**src/hw/rtl/mlnp_pkg.sv**
```systemverilog
`default_nettype none
package mlnp_pkg;

  localparam int STACK_DEPTH     = 128;
  localparam int MAX_EVENT_BYTES = 4;
  localparam int NOTE_COUNT      = 128;

  localparam int NOTE_W = $clog2(NOTE_COUNT);
  localparam int STK_AW = $clog2(STACK_DEPTH);
  localparam int CNT_W  = $clog2(STACK_DEPTH + 1);

  localparam logic [7:0] STATUS_MASK     = 8'hF0;
  localparam logic [7:0] STATUS_NOTE_ON  = 8'h90;
  localparam logic [7:0] STATUS_NOTE_OFF = 8'h80;

  localparam logic [NOTE_W-1:0] RESET_NOTE = NOTE_W'(69);

  typedef enum logic [2:0] {
    S_CLEAR,
    S_IDLE,
    S_EXEC,
    S_POP_RD,
    S_POP_HELD,
    S_POP_CHK,
    S_FIN
  } state_t;

  typedef struct packed {
    logic changed;
    logic gate_on;
    logic gate_off;
    logic ignored;
    logic overflow;
  } res_flags_t;

  typedef struct packed {
    logic              en;
    logic [NOTE_W-1:0] addr;
    logic              data;
  } held_wr_t;

  typedef struct packed {
    logic              en;
    logic [STK_AW-1:0] addr;
    logic [NOTE_W-1:0] data;
  } stack_wr_t;

endpackage
`default_nettype wire

```
**src/hw/rtl/mlnp_ram.sv**
```systemverilog
`default_nettype none
module mlnp_ram #(
  parameter int WIDTH = 8,
  parameter int DEPTH = 128
) (
  input  logic                     clk,
  input  logic                     we,
  input  logic [$clog2(DEPTH)-1:0] waddr,
  input  logic [WIDTH-1:0]         wdata,
  input  logic [$clog2(DEPTH)-1:0] raddr,
  output logic [WIDTH-1:0]         rdata
);

  logic [WIDTH-1:0] mem [DEPTH];

  always_ff @(posedge clk) begin
    if (we) begin
      mem[waddr] <= wdata;
    end
  end

  always_ff @(posedge clk) begin
    rdata <= mem[raddr];
  end

endmodule
`default_nettype wire

```
**src/hw/rtl/mlnp_ctrl.sv**
```systemverilog
`default_nettype none
module mlnp_ctrl import mlnp_pkg::*; (
  input  logic              clk,
  input  logic              rst,
  input  logic              in_valid,
  output logic              in_stall,
  input  logic [7:0]        event_length,
  input  logic [7:0]        status_byte,
  input  logic [7:0]        note_number,
  input  logic [7:0]        velocity,
  output logic              out_valid,
  input  logic              out_stall,
  output logic [NOTE_W-1:0] current_note,
  output logic              note_changed,
  output logic              gate_on_event,
  output logic              gate_off_event,
  output logic              voice_active,
  output logic              event_ignored,
  output logic              stack_overflow,
  output held_wr_t          held_wr,
  output logic [NOTE_W-1:0] held_raddr,
  input  logic              held_rdata,
  output stack_wr_t         stack_wr,
  output logic [STK_AW-1:0] stack_raddr,
  input  logic [NOTE_W-1:0] stack_rdata
);

  state_t            state, state_next;
  logic [NOTE_W-1:0] clr_addr;
  logic [NOTE_W-1:0] ev_note;
  logic              ev_ignored;
  logic              ev_on;
  logic [CNT_W-1:0]  stack_count, stack_count_next;
  logic [NOTE_W-1:0] top_note, top_note_next;
  logic [NOTE_W-1:0] sounding, sounding_next;
  res_flags_t        res, res_next;
  logic [CNT_W-1:0]  cnt_dec;
  logic              top_hit;
  logic              out_free;
  logic [7:0]        status_hi;

  assign status_hi = status_byte & STATUS_MASK;
  assign cnt_dec   = stack_count - CNT_W'(1);
  assign top_hit   = (stack_count != '0) && (top_note == ev_note);
  assign out_free  = !out_valid || !out_stall;
  assign in_stall  = (state != S_IDLE);

  always_ff @(posedge clk) begin
    if (rst) begin
      state       <= S_CLEAR;
      clr_addr    <= '0;
      stack_count <= '0;
      sounding    <= RESET_NOTE;
    end else begin
      state       <= state_next;
      clr_addr    <= (state == S_CLEAR) ? clr_addr + NOTE_W'(1) : clr_addr;
      stack_count <= stack_count_next;
      sounding    <= sounding_next;
    end
  end

  // decoded event, captured on the input transfer
  always_ff @(posedge clk) begin
    if (state == S_IDLE && in_valid) begin
      ev_note    <= note_number[NOTE_W-1:0];
      ev_on      <= (status_hi == STATUS_NOTE_ON) && (velocity != 8'd0);
      ev_ignored <= (event_length > 8'(MAX_EVENT_BYTES)) ||
                    ((status_hi != STATUS_NOTE_ON) && (status_hi != STATUS_NOTE_OFF)) ||
                    note_number[7];
    end
    top_note <= top_note_next;
    res      <= res_next;
  end

  always_comb begin
    state_next       = state;
    stack_count_next = stack_count;
    top_note_next    = top_note;
    sounding_next    = sounding;
    res_next         = res;
    held_wr          = '0;
    held_raddr       = stack_rdata;
    stack_wr         = '0;
    stack_raddr      = cnt_dec[STK_AW-1:0];
    case (state)
      S_CLEAR: begin
        held_wr.en   = 1'b1;
        held_wr.addr = clr_addr;
        held_wr.data = 1'b0;
        if (clr_addr == NOTE_W'(NOTE_COUNT - 1)) begin
          state_next = S_IDLE;
        end
      end
      S_IDLE: begin
        if (in_valid) begin
          state_next = S_EXEC;
        end
      end
      S_EXEC: begin
        res_next         = '0;
        res_next.ignored = ev_ignored;
        state_next       = S_FIN;
        if (!ev_ignored) begin
          held_wr.en   = 1'b1;
          held_wr.addr = ev_note;
          held_wr.data = ev_on;
          if (ev_on && !top_hit) begin
            sounding_next    = ev_note;
            res_next.changed = 1'b1;
            res_next.gate_on = (stack_count == '0);
            if (stack_count < CNT_W'(STACK_DEPTH)) begin
              stack_wr.en      = 1'b1;
              stack_wr.addr    = stack_count[STK_AW-1:0];
              stack_wr.data    = ev_note;
              stack_count_next = stack_count + CNT_W'(1);
              top_note_next    = ev_note;
            end else begin
              res_next.overflow = 1'b1;
            end
          end else if (!ev_on && top_hit) begin
            // released note on top: pop it, and start the pop walk unless the stack is now empty
            stack_count_next = cnt_dec;
            if (cnt_dec == '0) begin
              res_next.gate_off = 1'b1;
            end else begin
              state_next = S_POP_RD;
            end
          end
        end
      end
      S_POP_RD: begin
        state_next = S_POP_HELD;
      end
      S_POP_HELD: begin
        top_note_next = stack_rdata;
        state_next    = S_POP_CHK;
      end
      S_POP_CHK: begin
        state_next = S_FIN;
        if (held_rdata) begin
          sounding_next    = top_note;
          res_next.changed = 1'b1;
        end else begin
          stack_count_next = cnt_dec;
          if (cnt_dec == '0) begin
            res_next.gate_off = 1'b1;
          end else begin
            state_next = S_POP_RD;
          end
        end
      end
      S_FIN: begin
        if (out_free) begin
          state_next = S_IDLE;
        end
      end
      default: begin
        state_next = S_IDLE;
      end
    endcase
  end

  always_ff @(posedge clk) begin
    if (rst) begin
      out_valid <= 1'b0;
    end else if (state == S_FIN && out_free) begin
      out_valid <= 1'b1;
    end else if (!out_stall) begin
      out_valid <= 1'b0;
    end
  end

  always_ff @(posedge clk) begin
    if (state == S_FIN && out_free) begin
      current_note   <= sounding;
      note_changed   <= res.changed;
      gate_on_event  <= res.gate_on;
      gate_off_event <= res.gate_off;
      event_ignored  <= res.ignored;
      stack_overflow <= res.overflow;
      voice_active   <= (stack_count != '0);
    end
  end

`ifndef NO_ASSERTIONS
  a_count_bound: assert property (@(posedge clk) disable iff (rst)
    stack_count <= CNT_W'(STACK_DEPTH))
    else $error("stack count beyond depth");

  a_pop_nonempty: assert property (@(posedge clk) disable iff (rst)
    (state == S_POP_RD || state == S_POP_HELD || state == S_POP_CHK) |-> stack_count != '0)
    else $error("pop walk on empty stack");

  a_accept_exec: assert property (@(posedge clk) disable iff (rst)
    (in_valid && !in_stall) |=> state == S_EXEC)
    else $error("transfer not followed by execute");

  a_gate_off_idle: assert property (@(posedge clk) disable iff (rst)
    (out_valid && gate_off_event) |-> (!voice_active && !gate_on_event && !note_changed))
    else $error("gate off with active voice");

  a_overflow_full: assert property (@(posedge clk) disable iff (rst)
    (state == S_FIN && res.overflow) |-> stack_count == CNT_W'(STACK_DEPTH))
    else $error("overflow flagged on a stack that is not full");
`endif

endmodule
`default_nettype wire

```
**src/hw/rtl/mono_last_note_priority_stack_top.sv**
```systemverilog
`default_nettype none
// monophonic last-note-priority note stack: one result per accepted midi event. after reset
// the held-note bitmap is swept clear across all 128 notes, during which no event is taken.
// an event then goes through capture, execute and result when no pop is needed; a release
// of the top note pops it during execute and then walks the entries below it, each step of
// the walk reading the stack memory and then the held-note memory, one synchronous read
// after the other. the next event is taken as soon as the result has moved to the output
// register.
module mono_last_note_priority_stack_top import mlnp_pkg::*; (
  input  logic              clk,
  input  logic              rst,
  input  logic              in_valid,
  output logic              in_stall,
  input  logic [7:0]        event_length,
  input  logic [7:0]        status_byte,
  input  logic [7:0]        note_number,
  input  logic [7:0]        velocity,
  output logic              out_valid,
  input  logic              out_stall,
  output logic [NOTE_W-1:0] current_note,
  output logic              note_changed,
  output logic              gate_on_event,
  output logic              gate_off_event,
  output logic              voice_active,
  output logic              event_ignored,
  output logic              stack_overflow
);

  held_wr_t          held_wr;
  logic [NOTE_W-1:0] held_raddr;
  logic              held_rdata;
  stack_wr_t         stack_wr;
  logic [STK_AW-1:0] stack_raddr;
  logic [NOTE_W-1:0] stack_rdata;

  mlnp_ram #(
    .WIDTH(1),
    .DEPTH(NOTE_COUNT)
  ) u_held_ram (
    .clk  (clk),
    .we   (held_wr.en),
    .waddr(held_wr.addr),
    .wdata(held_wr.data),
    .raddr(held_raddr),
    .rdata(held_rdata)
  );

  mlnp_ram #(
    .WIDTH(NOTE_W),
    .DEPTH(STACK_DEPTH)
  ) u_stack_ram (
    .clk  (clk),
    .we   (stack_wr.en),
    .waddr(stack_wr.addr),
    .wdata(stack_wr.data),
    .raddr(stack_raddr),
    .rdata(stack_rdata)
  );

  mlnp_ctrl u_ctrl (
    .clk           (clk),
    .rst           (rst),
    .in_valid      (in_valid),
    .in_stall      (in_stall),
    .event_length  (event_length),
    .status_byte   (status_byte),
    .note_number   (note_number),
    .velocity      (velocity),
    .out_valid     (out_valid),
    .out_stall     (out_stall),
    .current_note  (current_note),
    .note_changed  (note_changed),
    .gate_on_event (gate_on_event),
    .gate_off_event(gate_off_event),
    .voice_active  (voice_active),
    .event_ignored (event_ignored),
    .stack_overflow(stack_overflow),
    .held_wr       (held_wr),
    .held_raddr    (held_raddr),
    .held_rdata    (held_rdata),
    .stack_wr      (stack_wr),
    .stack_raddr   (stack_raddr),
    .stack_rdata   (stack_rdata)
  );

endmodule
`default_nettype wire
```
**config.mk**
```make
export PLATFORM = sky130hd
export DESIGN_NAME = mono_last_note_priority_stack_top
export DESIGN_NICKNAME = d
export VERILOG_FILES = /design/src/hw/rtl/mlnp_pkg.sv /design/src/hw/rtl/mlnp_ram.sv /design/src/hw/rtl/mlnp_ctrl.sv /design/src/hw/rtl/mono_last_note_priority_stack_top.sv
export SDC_FILE = /design/constraint.sdc
export NUM_CORES = 1
export LEC_CHECK = 0
export BUFFER_PORTS_ARGS = -buffer_cell sky130_fd_sc_hd__buf_2
export CORE_MARGIN = 2
export CORE_UTILIZATION = 45
export DETAILED_ROUTE_END_ITERATION = 12
export PLACE_DENSITY_LB_ADDON = 0.05
export SLEW_MARGIN = 25
export SYNTH_ARGS = -nofsm -noshare
export SYNTH_HDL_FRONTEND = slang
export SYNTH_SLANG_ARGS = --single-unit
```
**constraint.sdc**
```tcl
create_clock -name clk -period 18.5 [get_ports clk]
set_input_delay 0 -clock clk [delete_from_list [all_inputs] [get_ports clk]]
set_output_delay 0 -clock clk [all_outputs]
set_load 0.05 [all_outputs]
```
==> results of run 1 <==
final cells by class:
class	count	area [µm²]	share of cell area, %
sequential	1092	32500	65.8
multi-input combinational	1085	10800	22.0
clock buffer	149	3180	6.45
tap	1276	1600	3.24
timing repair buffer	104	756	1.53
clock inverter	64	447	0.905
inverter	15	56.3	0.114
where the power goes:
| part | total [mW] | internal, mW | leakage, nW | switching [mW] |
|---|---|---|---|---|
| clock | 2.21 | 1.27 | 1.77 | 0.935 |
| sequential | 2.67 | 2.67 | 8.14 | 0.000901 |
| combinational | 0.0223 | 0.00779 | 3.72 | 0.0145 |
per-layer routing:
metal  vias to the layer above  GRT usage (%)  routed length [µm]
li1                       9603              -                   -
met1                     11673           31.1               47000
met2                       719           33.4               49500
met3                       144           4.04                6520
met4                         0           5.29                2340
met5                         -              0                   0
state kept, by name, indices dropped and copies added (netlist names):
register,flops
u_ctrl.sounding,7
u_held_ram.mem,128
u_ctrl.out_valid,1
u_ctrl.ev_note,7
u_ctrl.stack_overflow,1
u_ctrl.top_note,7
u_stack_ram.rdata,7
u_ctrl.note_changed,1
u_ctrl.gate_off_event,1
u_ctrl.current_note,7
u_ctrl.gate_on_event,1
u_ctrl.voice_active,1
u_stack_ram.mem,896
u_ctrl.clr_addr,7
u_ctrl.stack_count,8
u_ctrl.res,5
u_ctrl.ev_ignored,1
u_ctrl.event_ignored,1
u_ctrl.ev_on,1
u_held_ram.rdata,1
u_ctrl.state,3
synthesized netlist by cell type (10+ instances only):
| library cell | count | share of area [%] |
|---|---|---|
| a311oi_1 | 10 | 0.20 |
| nand4_1 | 17 | 0.24 |
| o221ai_1 | 31 | 0.62 |
| and3_1 | 10 | 0.14 |
| edfxtp_1 | 1058 | 73 |
| and2_1 | 19 | 0.27 |
| mux2_2 | 11 | 0.28 |
| xnor2_1 | 12 | 0.24 |
| nor3_1 | 15 | 0.17 |
| nand2_1 | 99 | 0.85 |
| nor2_1 | 291 | 2.5 |
| a211oi_1 | 13 | 0.22 |
| inv_1 | 14 | 0.12 |
| nand3_1 | 14 | 0.16 |
| mux4_2 | 262 | 13 |
| clkbuf_1 | 70 | 0.60 |
| nor4_1 | 10 | 0.14 |
| buf_2 | 42 | 0.48 |
| o22ai_1 | 31 | 0.44 |
| dfxtp_1 | 34 | 1.6 |
| mux2i_1 | 92 | 2.1 |
| o21ai_0 | 23 | 0.26 |
| a21oi_1 | 25 | 0.29 |
metrics by stage:
step / hold slack, ns / std cells / util, % / cell area (µm²)
floorplan: 0.0989 / 2322 / - / 43800
global placement: 0.181 / 3553 / 47.1 / 45500
detailed placement: 0.178 / 3553 / 47.1 / 45500
CTS: 0.00406 / 3783 / 51.0 / 49300
global route: 0.0324 / 3785 / 51.1 / 49300
finish: 0.0507 / 3785 / 51.1 / 49300
critical path, cell delays in order, from the launching register on:
cell and delay [ns]:
dfxtp_1 0.40, nor2_1 0.63, nand2_1 0.47, inv_1 0.59
nand2_1 0.31, a311oi_4 0.31, buf_4 0.38, nand3_2 0.86
a21oi_1 1.05
worst paths after layout:
kind	cells after the start	slack, ns	startpoint	to
max reg2reg	8	13.08	u_ctrl.state[2]$_SDFFE_PP0P_	u_stack_ram.mem[4][2]$_DFFE_PP_
max	8	13.08	u_ctrl.state[2]$_SDFFE_PP0P_	u_stack_ram.mem[4][2]$_DFFE_PP_
min	2	0.05	note_number[3]	u_ctrl.ev_note[3]$_DFFE_PP_
min reg2reg	0	0.43	u_ctrl.sounding[5]$_SDFFE_PP0P_	u_ctrl.current_note[5]$_DFFE_PP_
cells by family after synthesis:
family	Yosys count	share of synthesized area, %
muxes	366	15.9
xor gates and xnor gates	20	0.400
and+or+nand+nor	524	5.26
adders and majority gates	5	0.143
AOI/OAI and AO/OA	170	2.76
buffers and inverters	145	1.49
DFF	1092	74.1
==> results.yml, run 1 <==
status:
  status: "finished clean"
global_routing:
  grt_max_degree: 129
  track_usage_pct: 21.3
  grt_overflow: 0
  antenna_found_initial: 0
  grt_pass1_vias: 22667
  grt_pass1_wl_um: 153000
place:
  routabilityCongestion: 0.808
  place_ws_ns: 13.05
  place_hpwl_um: 61100
  portBuffers: 46
sta:
  max_slew_margin_pct: 26.6
  fin_tns_setup_ns: 0
  worst_pin_slew_ns: 1.10
  fin_skew_ns: 0.0214
  finalSetupViolations: 0
  rsz0062_at_grt: "no"
  period_minus_slack_ns: 5.42
  finalHoldViolCount: 0
  final_max_slew_viol_count: 0
  max_freq_ghz: 0.185
  fin_crit_sh_pct: 29.3
  setup_ws_ns: 13.08
power_and_ir_drop:
  p_per_area_nw_per_um2: 99.4
  power.leakage_nw: 13.6
  vdd_drop_max_v: 0.0000740
  fin_total_pwr_mw: 4.90
clocking:
  postCtsSetupBuffers: 0
  cts.sink_count: 1092
  tritoncts: "yes"
  insertion_delay_ns: 0.69
  cts_inserted_buffers: 115
  hold_buffers: 17
  clk_pin_slew_ns: 0.06
  clock_path_buffers: 3
  cts.repair.resized: 0
  cts.htree.levels: 3
  cts_root_buf: "clkbuf_16"
yosys:
  async_reset_ff_share_pct: 0
  syn-cell-area_um2: 43800
  synth_seq_cells: 1092
  ys_types: 62
  seq_area_frac_synth_pct: 74.1
  synth_edf_count: 1058
  yosys_warnings: 0
  syn_area_per_cell_um2: 18.9
  synth_flop_cell: "edfxtp_1"
  syn_inst: 2322
  synth_nets: 2363
hold_path:
  hp-class: "in2reg"
floorplan:
  initial_core_util_pct: 45.4
  ios: 51
  die_area_um2: 99900
  die-width_um: 316
  num_rows: 114
  die_h_um: 316
  core-area_um2: 96600
final_layout:
  drive_above_1_share_pct: 22.4
  area_growth_pct: 12.6
  diodes: 0
  final_cell_mix: "edfxtp_1, nor2_1, mux4_2, clkbuf_16, nand2_1"
  fin_nets: 2454
  n_fill_cell: 7800
  final_common_cell: "edfxtp_1"
job:
  drv_cap: 0
drt:
  via_per_inst: 5.85
  wl_um: 105000
  vias: 22139
  ant_nets: 0
  wl_per_cell_um: 27.8
  first_pass_iters: 6
  drt-initial-drc-count: 2107
  drc: 0
critical_path:
  crit_required_ns: 18.81
  path_class: "reg2reg"
  crit_fanout: 20
  end_kind: "flop"
  critPathArrivalTime_ns: 5.73
  start_kind: "flop"
(Power assumes the default switching activity.)
==> run 2: changes to the inputs <==
- clock period: 18.5 -> 5.6 ns (I/O delays scaled with it)
==> run 2 against run 1 <==
Clock power grew to 3.4 times the previous value. Die area stayed put. Final area rose by 0.72%. Power grew to 3.4 times the previous value. Global-route usage increased by 0.27 points. Critical endpoint is now u_stack_ram.mem[62][4]$_DFFE_PP_. Highest routed layer unchanged.
==> results.yml, run 2 (synthesis results as in run 1) <==
place:
  place_hpwl_um: 62500
  routabilityCongestion: 0.782
  portBuffers: 46
power_and_ir_drop:
  p_per_area_nw_per_um2: 331
  vdd_drop_max_v: 0.000263
  fin_total_pwr_mw: 16.4
  power.leakage_nw: 13.8
critical_path:
  worstSetupPathDepth: 6
  crit_required_ns: 5.91
  critical_path.slowest_cell: "nand3_2"
  critPathArrivalTime_ns: 5.01
  crit_family: "simple AND/OR/NAND/NOR gates"
  critical-path-max-stage-delay_ns: 0.85
  worstReg2RegEnd: "u_stack_ram.mem[62][4]$_DFFE_PP_"
  r2r_start: "u_ctrl.stack_count[4]$_SDFFE_PP0P_"
  crit_buf_inv: 1
  path_class: "reg2reg"
  crit_fanout: 18
  ff2ff_setup_slack_ns: 0.90
  path_cells: "or4_4, o211a_1, a311oi_4, nand3_2, buf_4, nor2_1"
  start_kind: "flop"
  reg2regPathDepth: 6
  end_kind: "flop"
clocking:
  cts.sink_count: 1092
  cts.htree.levels: 3
  clock_path_buffers: 3
  clk_pin_slew_ns: 0.06
  tritoncts: "yes"
  insertion_delay_ns: 0.70
  hold_buffers: 24
  cts.repair.resized: 0
  postCtsSetupBuffers: 0
  cts_root_buf: "clkbuf_16"
  cts_inserted_buffers: 114
final_layout:
  regArea_um2: 32500
  drive_above_1_share_pct: 22.6
  final_common_cell: "edfxtp_1"
  n_fill_cell: 7774
  reg.largest.list: "u_stack_ram.mem (896), u_held_ram.mem (128), u_ctrl.stack_count (8)"
  final_core_util_pct: 51.5
  largest_reg_flops: 896
  final_cell_mix: "edfxtp_1, nor2_1, mux4_2, clkbuf_16, nand2_1"
  diodes: 0
  fin_nets: 2475
  largest-register: "u_stack_ram.mem"
  area_growth_pct: 13.4
  multi_input_area_um2: 10800
floorplan:
  num_rows: 114
  die-width_um: 316
  ios: 51
  initial_core_util_pct: 45.4
  die_area_um2: 99900
  core-area_um2: 96600
  die_h_um: 316
global_routing:
  grt_overflow: 0
  grt_max_degree: 129
  track_usage_pct: 21.6
  grt_pass1_wl_um: 156000
  grt_pass1_vias: 22828
  antenna_found_initial: 2
drt:
  drt-initial-drc-count: 1962
  wl_per_cell_um: 27.9
  wl_um: 106000
  drc: 0
  first_pass_iters: 7
  ant_nets: 0
  via_per_inst: 5.85
  vias: 22248
sta:
  max_slew_margin_pct: 26.6
  fin_tns_setup_ns: 0
  rsz0062_at_grt: "no"
  finalSetupViolations: 0
  finalHoldViolCount: 0
  period_minus_slack_ns: 4.70
  fin_skew_ns: 0.0235
  max_freq_ghz: 0.213
  final_max_slew_viol_count: 0
  fin_crit_sh_pct: 83.9
  worst_pin_slew_ns: 1.10
hold_path:
  hp-class: "in2reg"
  hold_depth: 2
  min_from: "note_number[3]"
  min_to: "u_ctrl.ev_note[3]$_DFFE_PP_"
status:
  status: "finished clean"
job:
  drv_cap: 0
## run 2: cell types whose count changed in the layout (fill, tap and decap cells not counted), sizes merged
| cell | before | now |
|---|---|---|
| clkinv | 50 | 40 |
| dlygate4sd3 | 17 | 24 |
| clkinvlp | 6 | 1 |
| inv | 18 | 20 |
| buf | 87 | 102 |
| bufinv | 5 | 13 |
| clkbuf | 149 | 153 |
## run 2: worst reg2reg max path, cell delays in order (launching register included)
cell      delay (ns)
dfxtp_1         0.52
or4_4           0.74
o211a_1         0.33
a311oi_4        0.79
nand3_2         0.86
buf_4           0.48
nor2_1          0.61
## run 2: how the worst max path moves through the flow
| stage | from | end | slack [ns] |
|---|---|---|---|
| final | u_ctrl.stack_count[4]$_SDFFE_PP0P_ | u_stack_ram.mem[62][4]$_DFFE_PP_ | 0.90 |
| after global routing | u_ctrl.stack_count[4]$_SDFFE_PP0P_ | u_stack_ram.mem[62][0]$_DFFE_PP_ | 0.78 |
| after CTS | u_ctrl.stack_count[4]$_SDFFE_PP0P_ | u_stack_ram.mem[62][4]$_DFFE_PP_ | 0.93 |
| after detailed placement | u_ctrl.stack_count[4]$_SDFFE_PP0P_ | u_stack_ram.mem[62][1]$_DFFE_PP_ | 0.95 |
| after global placement | u_ctrl.stack_count[4]$_SDFFE_PP0P_ | u_stack_ram.mem[104][2]$_DFFE_PP_ | 0.98 |
| after floorplan | u_ctrl.stack_count[0]$_SDFFE_PP0P_ | u_stack_ram.mem[0][0]$_DFFE_PP_ | 0.44 |
## run 2: final cells by class
class	instances	area share [%]
Sequential cell	1092	65.3
Multi-Input combinational cell	1085	21.8
Tap cell	1276	3.21
Timing Repair Buffer	126	2.06
Inverter	15	0.113
Clock inverter	59	1.30
Clock buffer	153	6.18
## run 2: per-stage QoR
step	cell area (µm²)	instances	hold slack (ns)	setup WS [ns]
floorplan	43800	2322	0.0989	0.436
global placement	45700	3569	0.182	0.983
detailed placement	45700	3569	0.182	0.947
CTS	49600	3805	0.00143	0.930
global route	49700	3806	0.0147	0.776
finish	49700	3806	0.0593	0.900
## run 2: power breakdown
| part | internal [mW] | switching (mW) |
|---|---|---|
| clock | 4.43 | 3.09 |
| combinational | 0.0270 | 0.0505 |
| sequential | 8.82 | 0.00290 |
## run 2: metal layers
| layer | up-vias | global-route usage [%] | routed length [µm] |
|---|---|---|---|
| met5 | - | 0 | 0 |
| met4 | 0 | 4.15 | 1560 |
| met3 | 120 | 3.34 | 5490 |
| met2 | 613 | 34.8 | 51100 |
| met1 | 11858 | 31.6 | 48100 |
| li1 | 9657 | - | - |
